$ cat src/sv/vram_display_scanout_assert.svh
// Assertion macros for the scan-out block: implication, next-cycle and never checks.
// Depends on nothing; included by the top level only.
`ifndef VRAM_DISPLAY_SCANOUT_ASSERT_SVH
`define VRAM_DISPLAY_SCANOUT_ASSERT_SVH

`ifndef ASSERT_OFF

`define VDS_ASSERT_IMPLY(label, ck, rn, a, b) \
    label: assert property (@(posedge ck) disable iff (!rn) (a) |-> (b)) \
        else $error("vds: implication check failed");

`define VDS_ASSERT_NEXT(label, ck, rn, a, b) \
    label: assert property (@(posedge ck) disable iff (!rn) (a) |=> (b)) \
        else $error("vds: next-cycle check failed");

`define VDS_ASSERT_NEVER(label, ck, rn, a) \
    label: assert property (@(posedge ck) disable iff (!rn) !(a)) \
        else $error("vds: forbidden condition seen");

`else

`define VDS_ASSERT_IMPLY(label, ck, rn, a, b)

`define VDS_ASSERT_NEXT(label, ck, rn, a, b)

`define VDS_ASSERT_NEVER(label, ck, rn, a)

`endif

`endif

$ cat src/sv/vds_pkg.sv
// Shared types, constants and helpers for the video memory scan-out block.
// Depends on nothing; imported by vram_display_scanout, vds_front and vds_back.
`timescale 1ns / 1ps

package vds_pkg;

    localparam int STORE_COLUMNS_DEF = 1024;
    localparam int STORE_ROWS_DEF    = 512;

    localparam int WORD_ADDR_W = 19;
    localparam int WORD_W      = 16;
    localparam int COLOR_W     = 8;

    localparam int LEFT_W   = 10;
    localparam int TOP_W    = 9;
    localparam int WIDTH_W  = 11;
    localparam int HEIGHT_W = 10;

    localparam int CFG_DATA_W  = 11;
    localparam int CFG_INDEX_W = 3;

    localparam int CMD_DEPTH = 4;
    localparam int OUT_DEPTH = 2;

    typedef enum logic [CFG_INDEX_W-1:0] {
        CFG_WINDOW_LEFT   = 3'd0,
        CFG_WINDOW_TOP    = 3'd1,
        CFG_WINDOW_WIDTH  = 3'd2,
        CFG_WINDOW_HEIGHT = 3'd3,
        CFG_PACKED_24BIT  = 3'd4
    } vds_cfg_index_t;

    localparam logic REQ_WRITE = 1'b0;
    localparam logic REQ_PIXEL = 1'b1;

    typedef struct packed {
        logic                   req_type;
        logic [WORD_ADDR_W-1:0] word_address;
        logic [WORD_W-1:0]      word_data;
    } vds_req_t;

    typedef struct packed {
        logic [COLOR_W-1:0] red;
        logic [COLOR_W-1:0] green;
        logic [COLOR_W-1:0] blue;
        logic               line_end;
        logic               frame_end;
    } vds_pix_t;

    // Classified beat as it travels from front to back (addresses travel beside it)
    typedef struct packed {
        logic              is_write;
        logic              lo_odd;     // first word sits in the odd bank
        logic              odd_byte;   // packed pixel starts on an odd byte
        logic              mode24;
        logic              line_end;
        logic              frame_end;
        logic [WORD_W-1:0] word_data;
    } vds_cmd_flags_t;

    typedef struct packed {
        logic clearing;
        logic oq_push;
        logic oq_push_ready;
    } vds_back_stat_t;

    // 5-bit channel to 8 bits by replicating the top bits
    function automatic logic [COLOR_W-1:0] widen5(input logic [4:0] v);
        return {v, v[4:2]};
    endfunction

endpackage

$ cat src/sv/vds_front.sv
// Front end: window registers, scan counters, beat classification and address math.
// Depends on vds_pkg; feeds the command queue in front of vds_back.
`timescale 1ns / 1ps

module vds_front
    import vds_pkg::*;
#(
    parameter int STORE_COLUMNS = STORE_COLUMNS_DEF,
    parameter int STORE_ROWS    = STORE_ROWS_DEF
) (
    input  logic                                 clk,
    input  logic                                 rst_n,
    input  logic                                 cfg_write,
    input  logic [CFG_INDEX_W-1:0]               cfg_index,
    input  logic [CFG_DATA_W-1:0]                cfg_data,
    input  logic                                 req_valid,
    output logic                                 req_ready,
    input  vds_req_t                             req,
    input  logic                                 clearing,
    output logic                                 cmd_valid,
    input  logic                                 cmd_ready,
    output vds_cmd_flags_t                       cmd_flags,
    output logic [$clog2(STORE_COLUMNS*STORE_ROWS)-2:0] cmd_addr_even,
    output logic [$clog2(STORE_COLUMNS*STORE_ROWS)-2:0] cmd_addr_odd
);

    localparam int CW  = $clog2(STORE_COLUMNS);
    localparam int RW  = $clog2(STORE_ROWS);
    localparam int AW  = CW + RW;
    localparam int CW1 = CW + 1;
    localparam int CW2 = CW + 2;
    localparam int RW1 = RW + 1;
    localparam logic [CW1-1:0] COLS_V = CW1'(STORE_COLUMNS);
    localparam logic [RW1-1:0] ROWS_V = RW1'(STORE_ROWS);

    logic [LEFT_W-1:0]   left_reg, left_next;
    logic [TOP_W-1:0]    top_reg, top_next;
    logic [WIDTH_W-1:0]  width_reg, width_next;
    logic [HEIGHT_W-1:0] height_reg, height_next;
    logic                packed_reg, packed_next;
    logic [CW-1:0]       col_reg, col_next;
    logic [RW-1:0]       row_reg, row_next;

    logic           accept, is_write, full_win, mode24, line_end, frame_end;
    logic [CW1-1:0] w_eff;
    logic [RW1-1:0] h_eff;
    logic [CW-1:0]  left_eff, col_wr;
    logic [RW-1:0]  top_eff, row_wr;
    logic [CW2-1:0] col3;
    logic [AW-1:0]  base, pix_idx, idx0, idx1;

    assign req_ready = cmd_ready && !clearing;
    assign cmd_valid = req_valid && !clearing;
    assign accept    = req_valid && req_ready;
    assign is_write  = req.req_type == REQ_WRITE;

    // Effective window: zero size means full store at the origin, 15-bit; oversize clamps to the store
    always_comb
    begin
        full_win = (width_reg == '0) || (height_reg == '0);
        if (full_win || 32'(width_reg) > STORE_COLUMNS)
        begin
            w_eff = COLS_V;
        end
        else
        begin
            w_eff = CW1'(width_reg);
        end
        if (full_win || 32'(height_reg) > STORE_ROWS)
        begin
            h_eff = ROWS_V;
        end
        else
        begin
            h_eff = RW1'(height_reg);
        end
        left_eff = full_win ? '0 : CW'(left_reg);
        top_eff  = full_win ? '0 : RW'(top_reg);
        mode24   = !full_win && packed_reg;
    end

    always_comb
    begin
        row_wr  = top_eff + row_reg;
        col_wr  = left_eff + col_reg;
        col3    = CW2'({col_reg, 1'b0}) + CW2'(col_reg);
        base    = {row_wr, left_eff};
        pix_idx = mode24 ? base + AW'(col3[CW2-1:1]) : {row_wr, col_wr};
        idx0    = is_write ? AW'(req.word_address) : pix_idx;
        idx1    = idx0 + 1'b1;
        // Adjacent words always land in opposite banks
        cmd_addr_even = idx0[0] ? idx1[AW-1:1] : idx0[AW-1:1];
        cmd_addr_odd  = idx0[0] ? idx0[AW-1:1] : idx1[AW-1:1];
        line_end  = (CW1'(col_reg) + 1'b1) >= w_eff;
        frame_end = line_end && ((RW1'(row_reg) + 1'b1) >= h_eff);
    end

    always_comb
    begin
        cmd_flags.is_write  = is_write;
        cmd_flags.lo_odd    = idx0[0];
        cmd_flags.odd_byte  = col_reg[0];
        cmd_flags.mode24    = mode24;
        cmd_flags.line_end  = line_end;
        cmd_flags.frame_end = frame_end;
        cmd_flags.word_data = req.word_data;
    end

    // Advance the raster position on each accepted pixel beat
    always_comb
    begin
        col_next = col_reg;
        row_next = row_reg;
        if (accept && !is_write)
        begin
            if (line_end)
            begin
                col_next = '0;
                row_next = frame_end ? '0 : row_reg + 1'b1;
            end
            else
            begin
                col_next = col_reg + 1'b1;
            end
        end
    end

    always_comb
    begin
        left_next   = left_reg;
        top_next    = top_reg;
        width_next  = width_reg;
        height_next = height_reg;
        packed_next = packed_reg;
        if (cfg_write)
        begin
            unique case (cfg_index)
                CFG_WINDOW_LEFT:   left_next   = cfg_data[LEFT_W-1:0];
                CFG_WINDOW_TOP:    top_next    = cfg_data[TOP_W-1:0];
                CFG_WINDOW_WIDTH:  width_next  = cfg_data[WIDTH_W-1:0];
                CFG_WINDOW_HEIGHT: height_next = cfg_data[HEIGHT_W-1:0];
                CFG_PACKED_24BIT:  packed_next = cfg_data[0];
                default:           ;
            endcase
        end
    end

    always_ff @(posedge clk or negedge rst_n)
    begin
        if (!rst_n)
        begin
            left_reg   <= '0;
            top_reg    <= '0;
            width_reg  <= '0;
            height_reg <= '0;
            packed_reg <= 1'b0;
            col_reg    <= '0;
            row_reg    <= '0;
        end
        else
        begin
            left_reg   <= left_next;
            top_reg    <= top_next;
            width_reg  <= width_next;
            height_reg <= height_next;
            packed_reg <= packed_next;
            col_reg    <= col_next;
            row_reg    <= row_next;
        end
    end

endmodule

$ cat config.mk
export PLATFORM = sky130hd
export DESIGN_NAME = vds_front
export DESIGN_NICKNAME = d
export VERILOG_FILES = /design/src/sv/vram_display_scanout_assert.svh /design/src/sv/vds_pkg.sv /design/src/sv/vds_front.sv
export SDC_FILE = /design/constraint.sdc
export NUM_CORES = 1
export LEC_CHECK = 0
export ABC_AREA = 1
export BUFFER_PORTS_ARGS = -buffer_cell sky130_fd_sc_hd__buf_2
export CAP_MARGIN = 20
export CORE_AREA = 3 3 107 109
export DETAILED_ROUTE_END_ITERATION = 10
export DIE_AREA = 0 0 110 112
export MAX_ROUTING_LAYER = met4
export PLACE_DENSITY = 0.87
export SYNTH_ARGS = -nofsm -noshare
export SYNTH_HDL_FRONTEND = slang
export SYNTH_SLANG_ARGS = --single-unit
$ cat constraint.sdc
create_clock -name clk -period 10.5 [get_ports clk]
set_input_delay 1.05 -clock clk [delete_from_list [all_inputs] [get_ports clk]]
set_output_delay 1.05 -clock clk [all_outputs]
set_load 0.02 [all_outputs]
==> flow_summary.yaml <==
status:
  status: "finished clean"
die:
  start_util_pct: 62.4
  die_x_um: 110
  coreArea_um2: 10700
  dieArea_um2: 12300
  rows: 38
  io-pin-count: 116
  die_h_um: 112
worst_setup_path:
  start_kind: "register"
  worstSetupEndpointType: "primary output"
  cp_slowest_cell: "dfrtp_1"
  cp_data_arrival_time_ps: 4820
  worst-path-max-fanout: 8
  crit_top_cell: "nand2_1"
  criticalPathCategory: "register to primary output"
  worstPathRequired_ps: 9450
  crit_family: "simple AND/OR/NAND/NOR gates"
  cp_slowest_stage_delay_ps: 510
  path_buf_inv: 1
clock_network:
  cts_buffer_depth: 2
  cts.sinks: 60
  cts_resized: 0
  numCtsBuffers: 9
  clk_latency_ps: 350
  cts_tree: "built"
  post_cts_buffers: 0
  ctsHoldBuffers: 0
  cts_max_level: 3
  clk_pin_slew_worst_paths_ps: 70
  root_buffer: "clkbuf_8"
pwr:
  fin_total_pwr_mw: 1.45
  ir_worst_vdd_mv: 0.225
  p_per_area_nw_per_um2: 200
  leakage_nw: 4.16
synth:
  synthTopCellsByArea: "dfrtp_1 (23%), nand2_1 (18%), ha_1 (12%)"
  yosys-top-cells-count: "nand2_1 (321), inv_1 (135), nor2_1 (78), nand3_1 (74), o21ai_0 (73)"
  synth-edff-count: 0
  yosysSeqAreaShare_pct: 22.5
  ys_seq_elements: 60
  yosys.area.top_type: "dfrtp_1"
  synth.net_count: 1145
  synthCells: 1023
  synth-main-ff-cell: "dfrtp_1"
  yosysUniqueCellTypes: 45
  synth_top_area_share_pct: 22.5
  synth_warnings: 0
  postSynth.asyncResetShare_pct: 100
  synth.most_common_cell: "nand2_1"
  synth.cell_area_um2: 6670
  syn_area_per_cell_um2: 6.52
detailed_routing:
  drc: 0
  vias: 6628
  routed_wl_mm: 16.3
  drt_iter0_drc: 612
  wire_per_inst_um: 13.3
  viasPerCell: 5.42
  first_pass_iters: 5
  antenna_left: 0
grt:
  grt_pass1_wl_mm: 27.1
  first_global_vias: 6041
  grt_use_total_pct: 28.0
  grt_max_degree: 61
  antenna_found_initial: 0
  grt_overflow: 0
placed_design:
  hpwl_mm: 12.9
  routabilityCongestion: 0.926
  post_dp_cell_area_um2: 7010
  placedCellCount: 1207
  io_buffers: 83
timing:
  tightest_slew_ps: 736
  tns_ps: 0
  fin_crit_ps: 5870
  min_period_over_period_pct: 55.9
  rsz0062_at_grt: "false"
  slew_headroom_pct: 50.9
  final_max_slew_viol_count: 0
  fmax_mhz: 170
  setup_viol: 0
  finalHoldViolCount: 0
  fin_skew_ps: 7.75
cells_and_area:
  fin_area_um2: 7250
  fin_nets: 1201
  largest_reg_flops: 11
  drive_gt1_share_pct: 13.7
  syn_to_final_growth_pct: 8.76
  fin_cells: 1224
  n_antenna_cell: 0
flow_run:
  drv_cap: 0
hold_path:
  min_path_type: "register to register"
path summary, 6_finish.rpt:
| path | from | endpoint | slack (ps) | depth (start not counted) |
|---|---|---|---|---|
| max | col_reg[0] | cmd_addr_even[13] | 4630 | 27 |
| min | top_reg[0] | top_reg[0] | 490 | 2 |
| max reg2reg | height_reg[2] | row_reg[4] | 6870 | 18 |
| min reg2reg | top_reg[0] | top_reg[0] | 490 | 2 |
| max in group asynchronous | rst_n | col_reg[6] | 9180 | 2 |
| min in group asynchronous | rst_n | height_reg[7] | 840 | 2 |
routing by layer:
metal / track usage (%) / wire, um / vias to the layer above
met1: 35.7 / 7150 / 2980
li1: - / - / 3372
met2: 45.8 / 7550 / 244
met3: 3.83 / 1220 / 32
met5: - / 0 / -
met4: 8.73 / 354 / 0
cell families (layout without fill, tap and decap cells):
logic type	Yosys count	after routing	share of synthesized area, %
fa+ha+maj	66	66	12.8
compound gates	122	122	9.89
mux	1	1	0.169
buf+inv	181	242	11.8
xor+xnor	42	42	5.52
flops	60	60	22.5
simple gates	551	551	37.3
cells in the final DEF (no fill, tap or decap), types with 10 or more instances in the layout:
cell type	count
nand2_1	321
inv_1	135
buf_2	83
nor2_1	78
nand3_1	74
o21ai_0	72
ha_1	62
dfrtp_1	60
xor2_1	34
a21oi_1	31
nand4_1	21
clkbuf_8	12
or2_2	10
nand3b_1	10
nand3_2	10
stage by stage:
step	utilization, %	hold WS [ps]	setup WS, ps
final	67.8	490	4630
after global routing	67.8	509	4070
after CTS	67.7	489	4630
after detailed placement	65.5	473	5040
after global placement	65.5	465	5130
after floorplan	-	453	5520
report_power, final:
part,internal [mW],switching [mW]
clock network,0.152,0.0897
logic,0.307,0.573
registers,0.275,0.0509
worst reg2reg max path, cell delays in order, from the launching register on:
cell and delay, ps:
dfrtp_1 400, nor2_1 110, nand2_1 80, nor2_1 210, nand2_4 120, nand2_4 250
inv_1 170, nand2_1 130, clkinv_1 200, nand2_1 130, ha_1 120, nand2_1 80
nor4b_1 300, nand2_1 90, nand3_1 140, inv_1 140, nor2_1 380, nand2_1 270
o21ai_0 230
cell type report:
cell class	count	area [um2]
clock inverter	4	70.1
multi-input combinational	782	4380
inverter	141	531
sequential	60	1500
tap	140	175
clock buffer	12	165
timing repair buffer	85	430
fill	955	3440
(Power assumes the default switching activity.)
