## config.mk

```make
export PLATFORM = sky130hd
export DESIGN_NAME = vds_fifo
export DESIGN_NICKNAME = d
export VERILOG_FILES = /design/src/sv/vram_display_scanout_assert.svh /design/src/sv/vds_fifo.sv
export SDC_FILE = /design/constraint.sdc
export NUM_CORES = 1
export LEC_CHECK = 0
export ABC_AREA = 1
export CAP_MARGIN = 15
export CORE_UTILIZATION = 50
export DETAILED_ROUTE_END_ITERATION = 7
export DONT_BUFFER_PORTS = 1
export GPL_TIMING_DRIVEN = 0
export PLACE_DENSITY_LB_ADDON = 0.12
export SLEW_MARGIN = 30
export SYNTH_ARGS = -nofsm -noshare
export SYNTH_HDL_FRONTEND = slang
export SYNTH_SLANG_ARGS = --single-unit
```

## constraint.sdc

```tcl
create_clock -name clk -period 1.6 [get_ports clk]
set_input_delay 0.4 -clock clk [delete_from_list [all_inputs] [get_ports clk]]
set_output_delay 0.4 -clock clk [all_outputs]
set_load 0.1 [all_outputs]
```

## src/sv/vram_display_scanout_assert.svh

```systemverilog
// Assertion macros for the scan-out block: implication, next-cycle and never checks.
// Depends on nothing; included by the top level only.
`ifndef VRAM_DISPLAY_SCANOUT_ASSERT_SVH
`define VRAM_DISPLAY_SCANOUT_ASSERT_SVH

`ifndef ASSERT_OFF

`define VDS_ASSERT_IMPLY(label, ck, rn, a, b) \
    label: assert property (@(posedge ck) disable iff (!rn) (a) |-> (b)) \
        else $error("vds: implication check failed");

`define VDS_ASSERT_NEXT(label, ck, rn, a, b) \
    label: assert property (@(posedge ck) disable iff (!rn) (a) |=> (b)) \
        else $error("vds: next-cycle check failed");

`define VDS_ASSERT_NEVER(label, ck, rn, a) \
    label: assert property (@(posedge ck) disable iff (!rn) !(a)) \
        else $error("vds: forbidden condition seen");

`else

`define VDS_ASSERT_IMPLY(label, ck, rn, a, b)

`define VDS_ASSERT_NEXT(label, ck, rn, a, b)

`define VDS_ASSERT_NEVER(label, ck, rn, a)

`endif

`endif

```

## src/sv/vds_fifo.sv

```systemverilog
// Small first-in first-out queue of registers with valid/ready on both sides.
// Depends on nothing; DEPTH must be a power of two.
`timescale 1ns / 1ps

module vds_fifo #(
    parameter int WIDTH = 8,
    parameter int DEPTH = 2
) (
    input  logic                       clk,
    input  logic                       rst_n,
    input  logic                       push_valid,
    output logic                       push_ready,
    input  logic [WIDTH-1:0]           push_data,
    output logic                       pop_valid,
    input  logic                       pop_ready,
    output logic [WIDTH-1:0]           pop_data,
    output logic [$clog2(DEPTH+1)-1:0] count
);

    localparam int PW   = $clog2(DEPTH);
    localparam int CNTW = $clog2(DEPTH + 1);

    logic [WIDTH-1:0] mem_reg [DEPTH];
    logic [PW-1:0]    wr_ptr_reg, wr_ptr_next;
    logic [PW-1:0]    rd_ptr_reg, rd_ptr_next;
    logic [CNTW-1:0]  count_reg, count_next;
    logic             push, pop;

    assign push_ready = count_reg != CNTW'(DEPTH);
    assign pop_valid  = count_reg != '0;
    assign pop_data   = mem_reg[rd_ptr_reg];
    assign count      = count_reg;
    assign push       = push_valid && push_ready;
    assign pop        = pop_valid && pop_ready;

    always_comb
    begin
        wr_ptr_next = push ? wr_ptr_reg + 1'b1 : wr_ptr_reg;
        rd_ptr_next = pop ? rd_ptr_reg + 1'b1 : rd_ptr_reg;
        count_next  = count_reg;
        if (push && !pop)
        begin
            count_next = count_reg + 1'b1;
        end
        else if (pop && !push)
        begin
            count_next = count_reg - 1'b1;
        end
    end

    always_ff @(posedge clk or negedge rst_n)
    begin
        if (!rst_n)
        begin
            wr_ptr_reg <= '0;
            rd_ptr_reg <= '0;
            count_reg  <= '0;
        end
        else
        begin
            wr_ptr_reg <= wr_ptr_next;
            rd_ptr_reg <= rd_ptr_next;
            count_reg  <= count_next;
        end
    end

    always_ff @(posedge clk)
    begin
        if (push)
        begin
            mem_reg[wr_ptr_reg] <= push_data;
        end
    end

endmodule

```

==> results of run 1 <==
[how the worst min path moves through the flow]
stage | end | depth (start not counted) | startpoint | slack (ns)
floorplan | rd_ptr_reg | 0 | rst_n | 0.10
global placement | count[1] | 0 | rst_n | 0.10
detailed placement | count[1] | 0 | rst_n | 0.10
CTS | mem_reg[0][6] | 0 | push_data[6] | 0.18
global route | mem_reg[1][3] | 0 | push_data[3] | 0.17
finish | mem_reg[1][3] | 0 | push_data[3] | 0.19
[kinds of logic after synthesis]
group | after synthesis | share of synthesized area
DFF | 20 | 0.702
xor gates and xnor gates | 2 | 0.0303
adders and majority gates | 1 | 0.0151
and+or+nand+nor | 39 | 0.207
buffers and inverters | 8 | 0.0454
[metrics by stage]
stage          cells  hold WS, ns  cell area, um2  setup WS (ns)
2_1_floorplan     70        0.104             900        -0.0653
3_3_place_gp      86        0.105             920         -0.146
3_5_place_dp      86        0.105             920         -0.176
4_1_cts           96        0.177            1230        -0.0873
5_1_grt           98        0.171            1350         -0.149
6_report          98        0.191            1350        -0.0801
[worst max-delay path, stage by stage, from the launching register on]
cell     delay, ns
dfrtp_4       0.66
inv_8         0.14
nand2_8       0.15
nand2_8       0.14
inv_4         0.04
ha_4          0.21
inv_2         0.06
nand3_2       0.06
nand2_1       0.06
nand2_1       0.05
[routing by layer]
metal / routed length, um / share of wire / vias to the layer above
met2: 1030 / 0.56 / 17
met1: 701 / 0.38 / 264
li1: - / - / 255
met3: 59 / 0.032 / 6
met5: 0 / 0 / -
met4: 57 / 0.031 / 0
[cell usage in the layout (no fill, tap or decap)]
| master | instances |
|---|---|
| dfrtp_1 | 2 |
| clkbuf_4 | 3 |
| clkinv_8 | 2 |
| nand3_1 | 1 |
| buf_8 | 1 |
| nand2_2 | 8 |
| xnor2_1 | 1 |
| ha_4 | 1 |
| nor2_4 | 2 |
| nand4_1 | 1 |
| buf_4 | 6 |
| inv_8 | 1 |
| dlygate4sd3_1 | 1 |
| nand2_1 | 7 |
| nand3_2 | 1 |
| nand2_8 | 19 |
| dfrtp_4 | 2 |
| inv_2 | 1 |
| inv_1 | 2 |
| xor2_2 | 1 |
| bufinv_16 | 1 |
| edfxtp_1 | 16 |
| inv_4 | 2 |
[repair_timing]
item | in CTS | in global routing
pin swaps | 11 | 10
setup buffers | 3 | 2
gates cloned | 2 | 0
hold buffers | 1 | 0
endpoints found under the setup margin | 28 | 28
gates resized for setup | 48 | 17
hold endpoints to repair | 4 | 0
[layout make-up]
class | count | share of cell area
clock inverters | 1 | 0.0223
well taps | 16 | 0.0148
inverters | 7 | 0.0380
repair inverters | 1 | 0.0121
flip-flops and latches | 20 | 0.436
repair buffers | 7 | 0.0408
plain buffers | 1 | 0.0111
clock buffers | 3 | 0.0167
multi-input cells | 42 | 0.408
==> run_results.csv, run 1 <==
group,metric,value,unit
status,outcome,"finished with violations",
status,violations,"negative setup slack",
final_layout,register_area,588,um2
final_layout,drive_above_1_share,0.622,
drt,drc,0,
synth,synth_warnings,0,
synth,ys_top_cells_by_area,"edfxtp_1, nand2_1, dfrtp_1, nand2_4, xor2_2",
setup_path,path_max_fanout,4,
global_routing,grt_use_total,0.179,
setup_path,crit_type,"reg -> reg",
drt,wl_per_cell,18.8,um
clock_network,cts.sinks,20,
drt,vias_per_cell,5.53,
clock_network,cts_max_level,1,
drt,drt_iter0_markers,13,
die,dieArea,0.00182,mm2
final_layout,final_nets,96,
die,fp.dieW,42.7,um
timing,relSlewSlack,0.748,
drt,drt-total-wl,1840,um
final_layout,filler_cell_count,62,
timing,finalHoldViolations,0,
global_routing,grt_pass1_vias,512,
timing,period_share,1.05,
clock_network,cts_tree,"yes",
synth,synth_commonest_cells,"nand2_1, edfxtp_1, dfrtp_1, inv_1, inv_2",
setup_path,cp.required,1.80,ns
timing,worst_pin_slew,0.378,ns
global_routing,grt_max_degree,13,
synth,synth-seq-cells,20,
clock_network,clock_tree.buffer_depth,2,
synth,synth_cells,70,
global_routing,grt.overflow.total,0,
synth,synth.largest_area_cell,"edfxtp_1",
placed_design,dpl.hpwl,809,um
synth,synthesis.area_per_instance,11.8,um2
synth,yosysMostFrequentCell,"nand2_1",
die,initial_core_util,0.543,
global_routing,grt_pass1_wl,2290,um
synth,syn_area,827,um2
synth,async_flop_share,0.200,
die,row_count,14,
drt,antenna_left,0,
timing,finalMaxSlewViolations,0,
clock_network,cts_buffers,3,
setup_path,crit_end,"count[1]",
min_path,hp-class,"in -> reg",
synth,synth_edf_count,16,
setup_path,ff2ff_path_depth,9,
final_layout,syn2layout_area_growth,63.1,%
drt,drtPass1Iterations,4,
setup_path,ff2ff_setup_slack,-0.08,ns
synth,synth_top_area_share,0.581,
timing,tns,-0.452,ns
setup_path,worstSetupStartpointType,"flip-flop",
final_layout,num_antenna_cells,0,
global_routing,met1_usage,0.205,
setup_path,crit_path_start,"count[0]",
timing,fmax,595,MHz
die,die_y,42.7,um
synth,synth-main-ff-cell,"edfxtp_1",
placed_design,globalplace.congestion,0.719,
die,core_area,0.00152,mm2
timing,period_needed,1.68,ns
final_layout,largest_reg_flops,16,
drt,vias,542,
die,io-pin-count,24,
setup_path,critPathCaptureType,"flip-flop",
synth,synthesis.nets,83,
timing,rsz0062_at_grt,"true",
final_layout,postLayoutCoreUtil,0.885,
synth,synth-seq-area-share,0.702,
timing,fin_skew,0.000850,ns
clock_network,clk-insertion-delay-late,0.29,ns
synth,post_synth_num_cell_types,14,
timing,finalSetupViolCount,22,
job,drv_cap,0,
setup_path,crit_arrival,1.88,ns
global_routing,gr-usage-met3,0.0468,
global_routing,busiest_layer,"met2",
timing,finalWorstSetupSlack,-0.0801,ns
setup_path,r2r-start,"count[0]",
final_layout,multi_input_area,551,um2
global_routing,grt_use_met2,0.321,
setup_path,r2r-end,"count[1]",
clock_network,clkTransAtPathRegs,0.11,ns
global_routing,grt_antenna_before_repair,0,
clock_network,cts_root_buf,"clkbuf_4",
placed_design,numPortBuffers,0,
Power of run 1 is left out: the tool's default activity adds up to more than one toggle a clock period on the data nets, which glitch-free logic cannot reach.
==> run 2: changes to the inputs <==
Clock period 1.6 ns to 1.44 ns, I/O delays scaled along.
==> run 2 against run 1 <==
Against the previous run: the flow still finishes with violations (negative setup slack); via count grew 1.1%; clock skew up 0.0020 ns; cell count is 1.0% higher; non-clock buffer count increased by 1; hold slack got worse by 0.037 ns; first-iteration DRC count down 69%; wire length fell by 0.54%; sequential share of layout area is 0.28 points lower; count of clock-buffer cells in the layout did not move; critical path depth stayed put; setup slack worse by 0.20 ns.
==> run_results.csv, run 2 (synthesized netlist as in run 1, its figures left out) <==
group,metric,value,unit
die,row_count,14,
setup_path,ff2ff_path_depth,9,
setup_path,worstSetupStartpointType,"flip-flop",
drt,vias,548,
die,io-pin-count,24,
die,initial_core_util,0.543,
timing,finalSetupViolCount,29,
clock_network,cts.sinks,20,
setup_path,crit_type,"reg -> reg",
drt,drt_iter0_markers,4,
timing,fmax,580,MHz
setup_path,r2r-start,"count[0]",
timing,period_share,1.20,
drt,drt-total-wl,1830,um
die,dieArea,0.00182,mm2
timing,worst_pin_slew,0.383,ns
global_routing,grt_pass1_vias,549,
setup_path,crit_arrival,1.91,ns
drt,wl_per_cell,18.5,um
final_layout,largest_reg_flops,16,
timing,period_needed,1.72,ns
final_layout,final_common_cell,"nand2_8",
placed_design,dpl-instance-area,931,um2
final_layout,syn2layout_area_growth,64.1,%
timing,finalMaxSlewViolations,0,
clock_network,clock_tree.buffer_depth,2,
global_routing,grt_max_degree,13,
min_path,hp-start,"push_data[1]",
die,fp.dieW,42.7,um
timing,rsz0062_at_grt,"true",
placed_design,placed_cells,86,
die,core_area,0.00152,mm2
final_layout,final_cell_mix,"nand2_8, edfxtp_1, nand2_2, nand2_1",
clock_network,cts_root_buf,"clkbuf_4",
job,drv_cap,0,
final_layout,postLayoutCoreUtil,0.891,
clock_network,cts_max_level,1,
min_path,hp-class,"in -> reg",
final_layout,final_nets,97,
final_layout,drive_above_1_share,0.627,
clock_network,cts_buffers,3,
drt,antenna_left,0,
clock_network,clk-insertion-delay-late,0.29,ns
placed_design,place_ws,-0.343,ns
global_routing,grt.overflow.total,0,
placed_design,globalplace.congestion,0.760,
global_routing,grt_pass1_wl,2640,um
setup_path,ff2ff_setup_slack,-0.28,ns
final_layout,stdcell_count,99,
drt,vias_per_cell,5.54,
timing,fin_skew,0.00286,ns
timing,finalHoldViolations,0,
die,die_y,42.7,um
placed_design,dpl.hpwl,956,um
setup_path,critPathCaptureType,"flip-flop",
clock_network,cts_tree,"yes",
clock_network,clkTransAtPathRegs,0.11,ns
drt,drc,0,
setup_path,r2r-end,"count[1]",
timing,relSlewSlack,0.745,
min_path,whs_endpoint,"mem_reg[0][1]",
global_routing,grt_use_total,0.205,
status,violations,"negative setup slack",
timing,finalWorstSetupSlack,-0.285,ns
status,outcome,"finished with violations",
global_routing,grt_antenna_before_repair,0,
min_path,whs_path_depth,0,
setup_path,cp.required,1.63,ns
final_layout,num_antenna_cells,0,
setup_path,path_max_fanout,4,
final_layout,stdcell_area,0.00136,mm2
placed_design,numPortBuffers,0,
drt,drtPass1Iterations,4,
==> run 2: final cells by class <==
| cell class | count | area, um2 |
|---|---|---|
| Clock buffer | 3 | 22.5 |
| Buffer | 1 | 15.0 |
| Inverter | 7 | 51.3 |
| Multi-Input combinational cell | 42 | 541 |
| Tap cell | 16 | 20.0 |
| Timing Repair inverter | 1 | 16.3 |
| Timing Repair Buffer | 8 | 73.8 |
| Sequential cell | 20 | 588 |
| Clock inverter | 1 | 30.0 |
| Fill cell | 52 | 166 |
==> run 2: timing repair <==
| item | 4_1_cts | 5_1_grt |
|---|---|---|
| endpoints found under the hold margin | 4 | 0 |
| hold buffers | 1 | 0 |
| setup buffers | 5 | 1 |
| resized for setup | 50 | 15 |
| cloned | 2 | 0 |
| pin swaps | 11 | 10 |
| endpoints found under the setup margin | 28 | 29 |
==> run 2: layer usage <==
metal	vias up	global-route usage	wire length (um)
met5	-	0	0
met4	0	0.0625	22
met3	6	0.0596	95
met2	19	0.348	1020
met1	269	0.250	697
li1	254	-	-
==> run 2: metrics by stage <==
step / TNS (ns) / hold slack [ns]
global placement: -5.46 / 0.0645
finish: -4.71 / 0.154
global route: -5.97 / 0.135
detailed placement: -6.09 / 0.0645
CTS: -4.56 / 0.147
floorplan: -2.77 / 0.0644
==> run 2: critical path, cell delays in order (launching register included) <==
cell and delay [ns]:
dfrtp_4 0.66, inv_8 0.15, nand2_8 0.15, nand2_8 0.14
inv_4 0.04, ha_4 0.21, inv_2 0.06, nand3_1 0.07
nand2_1 0.07, nand2_1 0.07
==> run 2: worst max-delay path by stage <==
stage | start | cells past startpoint | slack, ns | end
after CTS | count[0] | 9 | -0.26 | count[1]
after floorplan | count[0] | 9 | -0.20 | count[1]
after global placement | count[0] | 4 | -0.30 | mem_reg[0][1]
after detailed placement | count[0] | 4 | -0.34 | mem_reg[0][2]
final | count[0] | 9 | -0.28 | count[1]
after global routing | count[0] | 9 | -0.37 | count[1]
Power of run 2 is left out for the same reason.
==> run 3: changes to the inputs <==
--- a/config.mk
+++ b/config.mk
@@ -14,2 +14,3 @@
 export PLACE_DENSITY_LB_ADDON = 0.12
+export SKIP_CTS_REPAIR_TIMING = 1
 export SLEW_MARGIN = 30
--- a/constraint.sdc
+++ b/constraint.sdc
@@ -3,2 +3,2 @@
 set_output_delay 0.36 -clock clk [all_outputs]
-set_load 0.1 [all_outputs]
+set_load 0.01 [all_outputs]
==> run 3 against run 2 <==
Against the previous run: the run now ends clean; count of clock-buffer cells in the layout increased by 1; maximum frequency up 22%; first-iteration DRC count grew to 3.5 times the previous value; critical path depth fell by 5; register-to-register slack improved by 0.35 ns; global-route usage down 4.6 points; cell count is 5.1% lower; setup slack gained 0.31 ns; critical endpoint is now pop_data[0]; highest routed layer is now met3.
==> run_results.csv, run 3 (synthesized netlist as in run 1, its figures left out) <==
group,metric,value,unit
global_routing,grt.overflow.total,0,
pwr,power_leakage,0.398,nW
clock_network,cts_buffers,3,
die,initial_core_util,0.543,
final_layout,syn2layout_area_growth,17.9,%
setup_path,cp_cell_sequence,"buf_6, inv_6, nand2_2, nand2_2",
timing,rsz0062_at_grt,"true",
drt,drc,0,
final_layout,filler_cell_count,120,
global_routing,grt_pass1_wl,1970,um
drt,wl_per_cell,14.4,um
timing,worst_pin_slew,0.432,ns
timing,period_needed,1.41,ns
clock_network,clk-insertion-delay-late,0.29,ns
die,dieArea,0.00182,mm2
die,row_count,14,
setup_path,ff2ff_path_depth,4,
timing,relSlewSlack,0.712,
timing,finalHoldViolations,0,
global_routing,grt_pass1_vias,434,
setup_path,cp_slowest_cell,"dfrtp_1",
pwr,vdd_ir_drop_max,1170,uV
clock_network,clkTransAtPathRegs,0.10,ns
final_layout,register_area,583,um2
min_path,hp-class,"in -> reg",
drt,vias_per_cell,5.30,
global_routing,grt_max_degree,12,
setup_path,path_max_fanout,6,
setup_path,critPathCaptureType,"primary output",
final_layout,final_nets,92,
timing,finalMaxSlewViolations,0,
min_path,whs_path_depth,0,
global_routing,grt_antenna_before_repair,0,
setup_path,crit_arrival,1.05,ns
placed_design,numPortBuffers,0,
setup_path,cpLargestDelayFamily,"flip-flops",
drt,drtPass1Iterations,3,
setup_path,crit_type,"reg -> out",
setup_path,path_buf_inv,2,
timing,fmax,709,MHz
placed_design,globalplace.congestion,0.755,
final_layout,multi_input_area,267,um2
die,die_y,42.7,um
die,io-pin-count,24,
setup_path,crit_path_frequent_cell,"nand2_2",
job,drv_cap,0,
final_layout,stdcell_count,94,
clock_network,cts.sinks,20,
clock_network,cts_max_level,1,
timing,fin_skew,0.00161,ns
status,outcome,"finished, final reports clean",
placed_design,dpl-instance-area,847,um2
drt,antenna_left,0,
setup_path,crit_cells,4,
placed_design,placed_cells,86,
final_layout,drive_above_1_share,0.462,
setup_path,slowest_delay,0.40,ns
pwr,finalPower,2.06,mW
pwr,powerDensity,2120,mW/mm2
global_routing,grt_use_total,0.159,
clock_network,clock_tree.buffer_depth,2,
final_layout,num_antenna_cells,0,
timing,tns,0,ns
setup_path,worstSetupStartpointType,"flip-flop",
placed_design,dpl.hpwl,841,um
die,core_area,0.00152,mm2
final_layout,largest_reg_flops,16,
clock_network,cts_tree,"yes",
drt,drt_iter0_markers,14,
clock_network,cts_root_buf,"clkbuf_4",
timing,finalSetupViolCount,0,
final_layout,stdcell_area,975,um2
setup_path,cp.required,1.08,ns
timing,whs,0.153,ns
die,fp.dieW,42.7,um
drt,drt-total-wl,1360,um
drt,vias,498,
timing,period_share,0.979,
final_layout,final_cell_mix,"nand2_2, nand2_1, edfxtp_1, inv_2, clkbuf_4",
## run 3: changes by cell type in the layout (fill, tap and decap cells not counted), moves of 3 or more
cell / before / now
nand2_8: 17 / 0
nand2_1: 6 / 16
nand2_2: 7 / 16
buf_4: 4 / 1
## run 3: cell type report
| class | count | area share |
|---|---|---|
| repair inverters | 1 | 0.00899 |
| clock buffers | 4 | 0.0270 |
| inverters | 7 | 0.0372 |
| repair buffers | 3 | 0.0231 |
| plain buffers | 1 | 0.0116 |
| flip-flops and latches | 20 | 0.598 |
| well taps | 16 | 0.0205 |
| multi-input cells | 42 | 0.273 |
## run 3: routing by layer
layer,part of all wire,GRT usage,vias to the layer above
li1,-,-,247
met5,0,0,-
met2,0.53,0.239,18
met4,0,0.0750,0
met3,0.060,0.0809,0
met1,0.41,0.188,233
## run 3: final timing paths
path / start / endpoint / slack, ns
max: rd_ptr_reg / pop_data[0] / 0.03
min: push_data[0] / mem_reg[1][0] / 0.15
max reg2reg: count[0] / mem_reg[1][4] / 0.07
min reg2reg: count[0] / count[0] / 0.57
max in group asynchronous: rst_n / count[1] / 0.91
min in group asynchronous: rst_n / count[0] / 0.33
## run 3: per-stage QoR
step	worst slack, ns	util
6_report	0.0298	0.640
3_3_place_gp	-0.191	0.556
3_5_place_dp	-0.219	0.556
4_1_cts	-0.231	0.573
5_1_grt	-0.0323	0.640
2_1_floorplan	0.0329	-
## run 3: report_power, final
group          switching (mW)  leakage [nW]  internal [mW]
Combinational           0.564         0.189          0.299
Sequential              0.117         0.194          0.812
Clock                   0.161        0.0150          0.108
No activity file was read; power rests on OpenSTA's default activity.
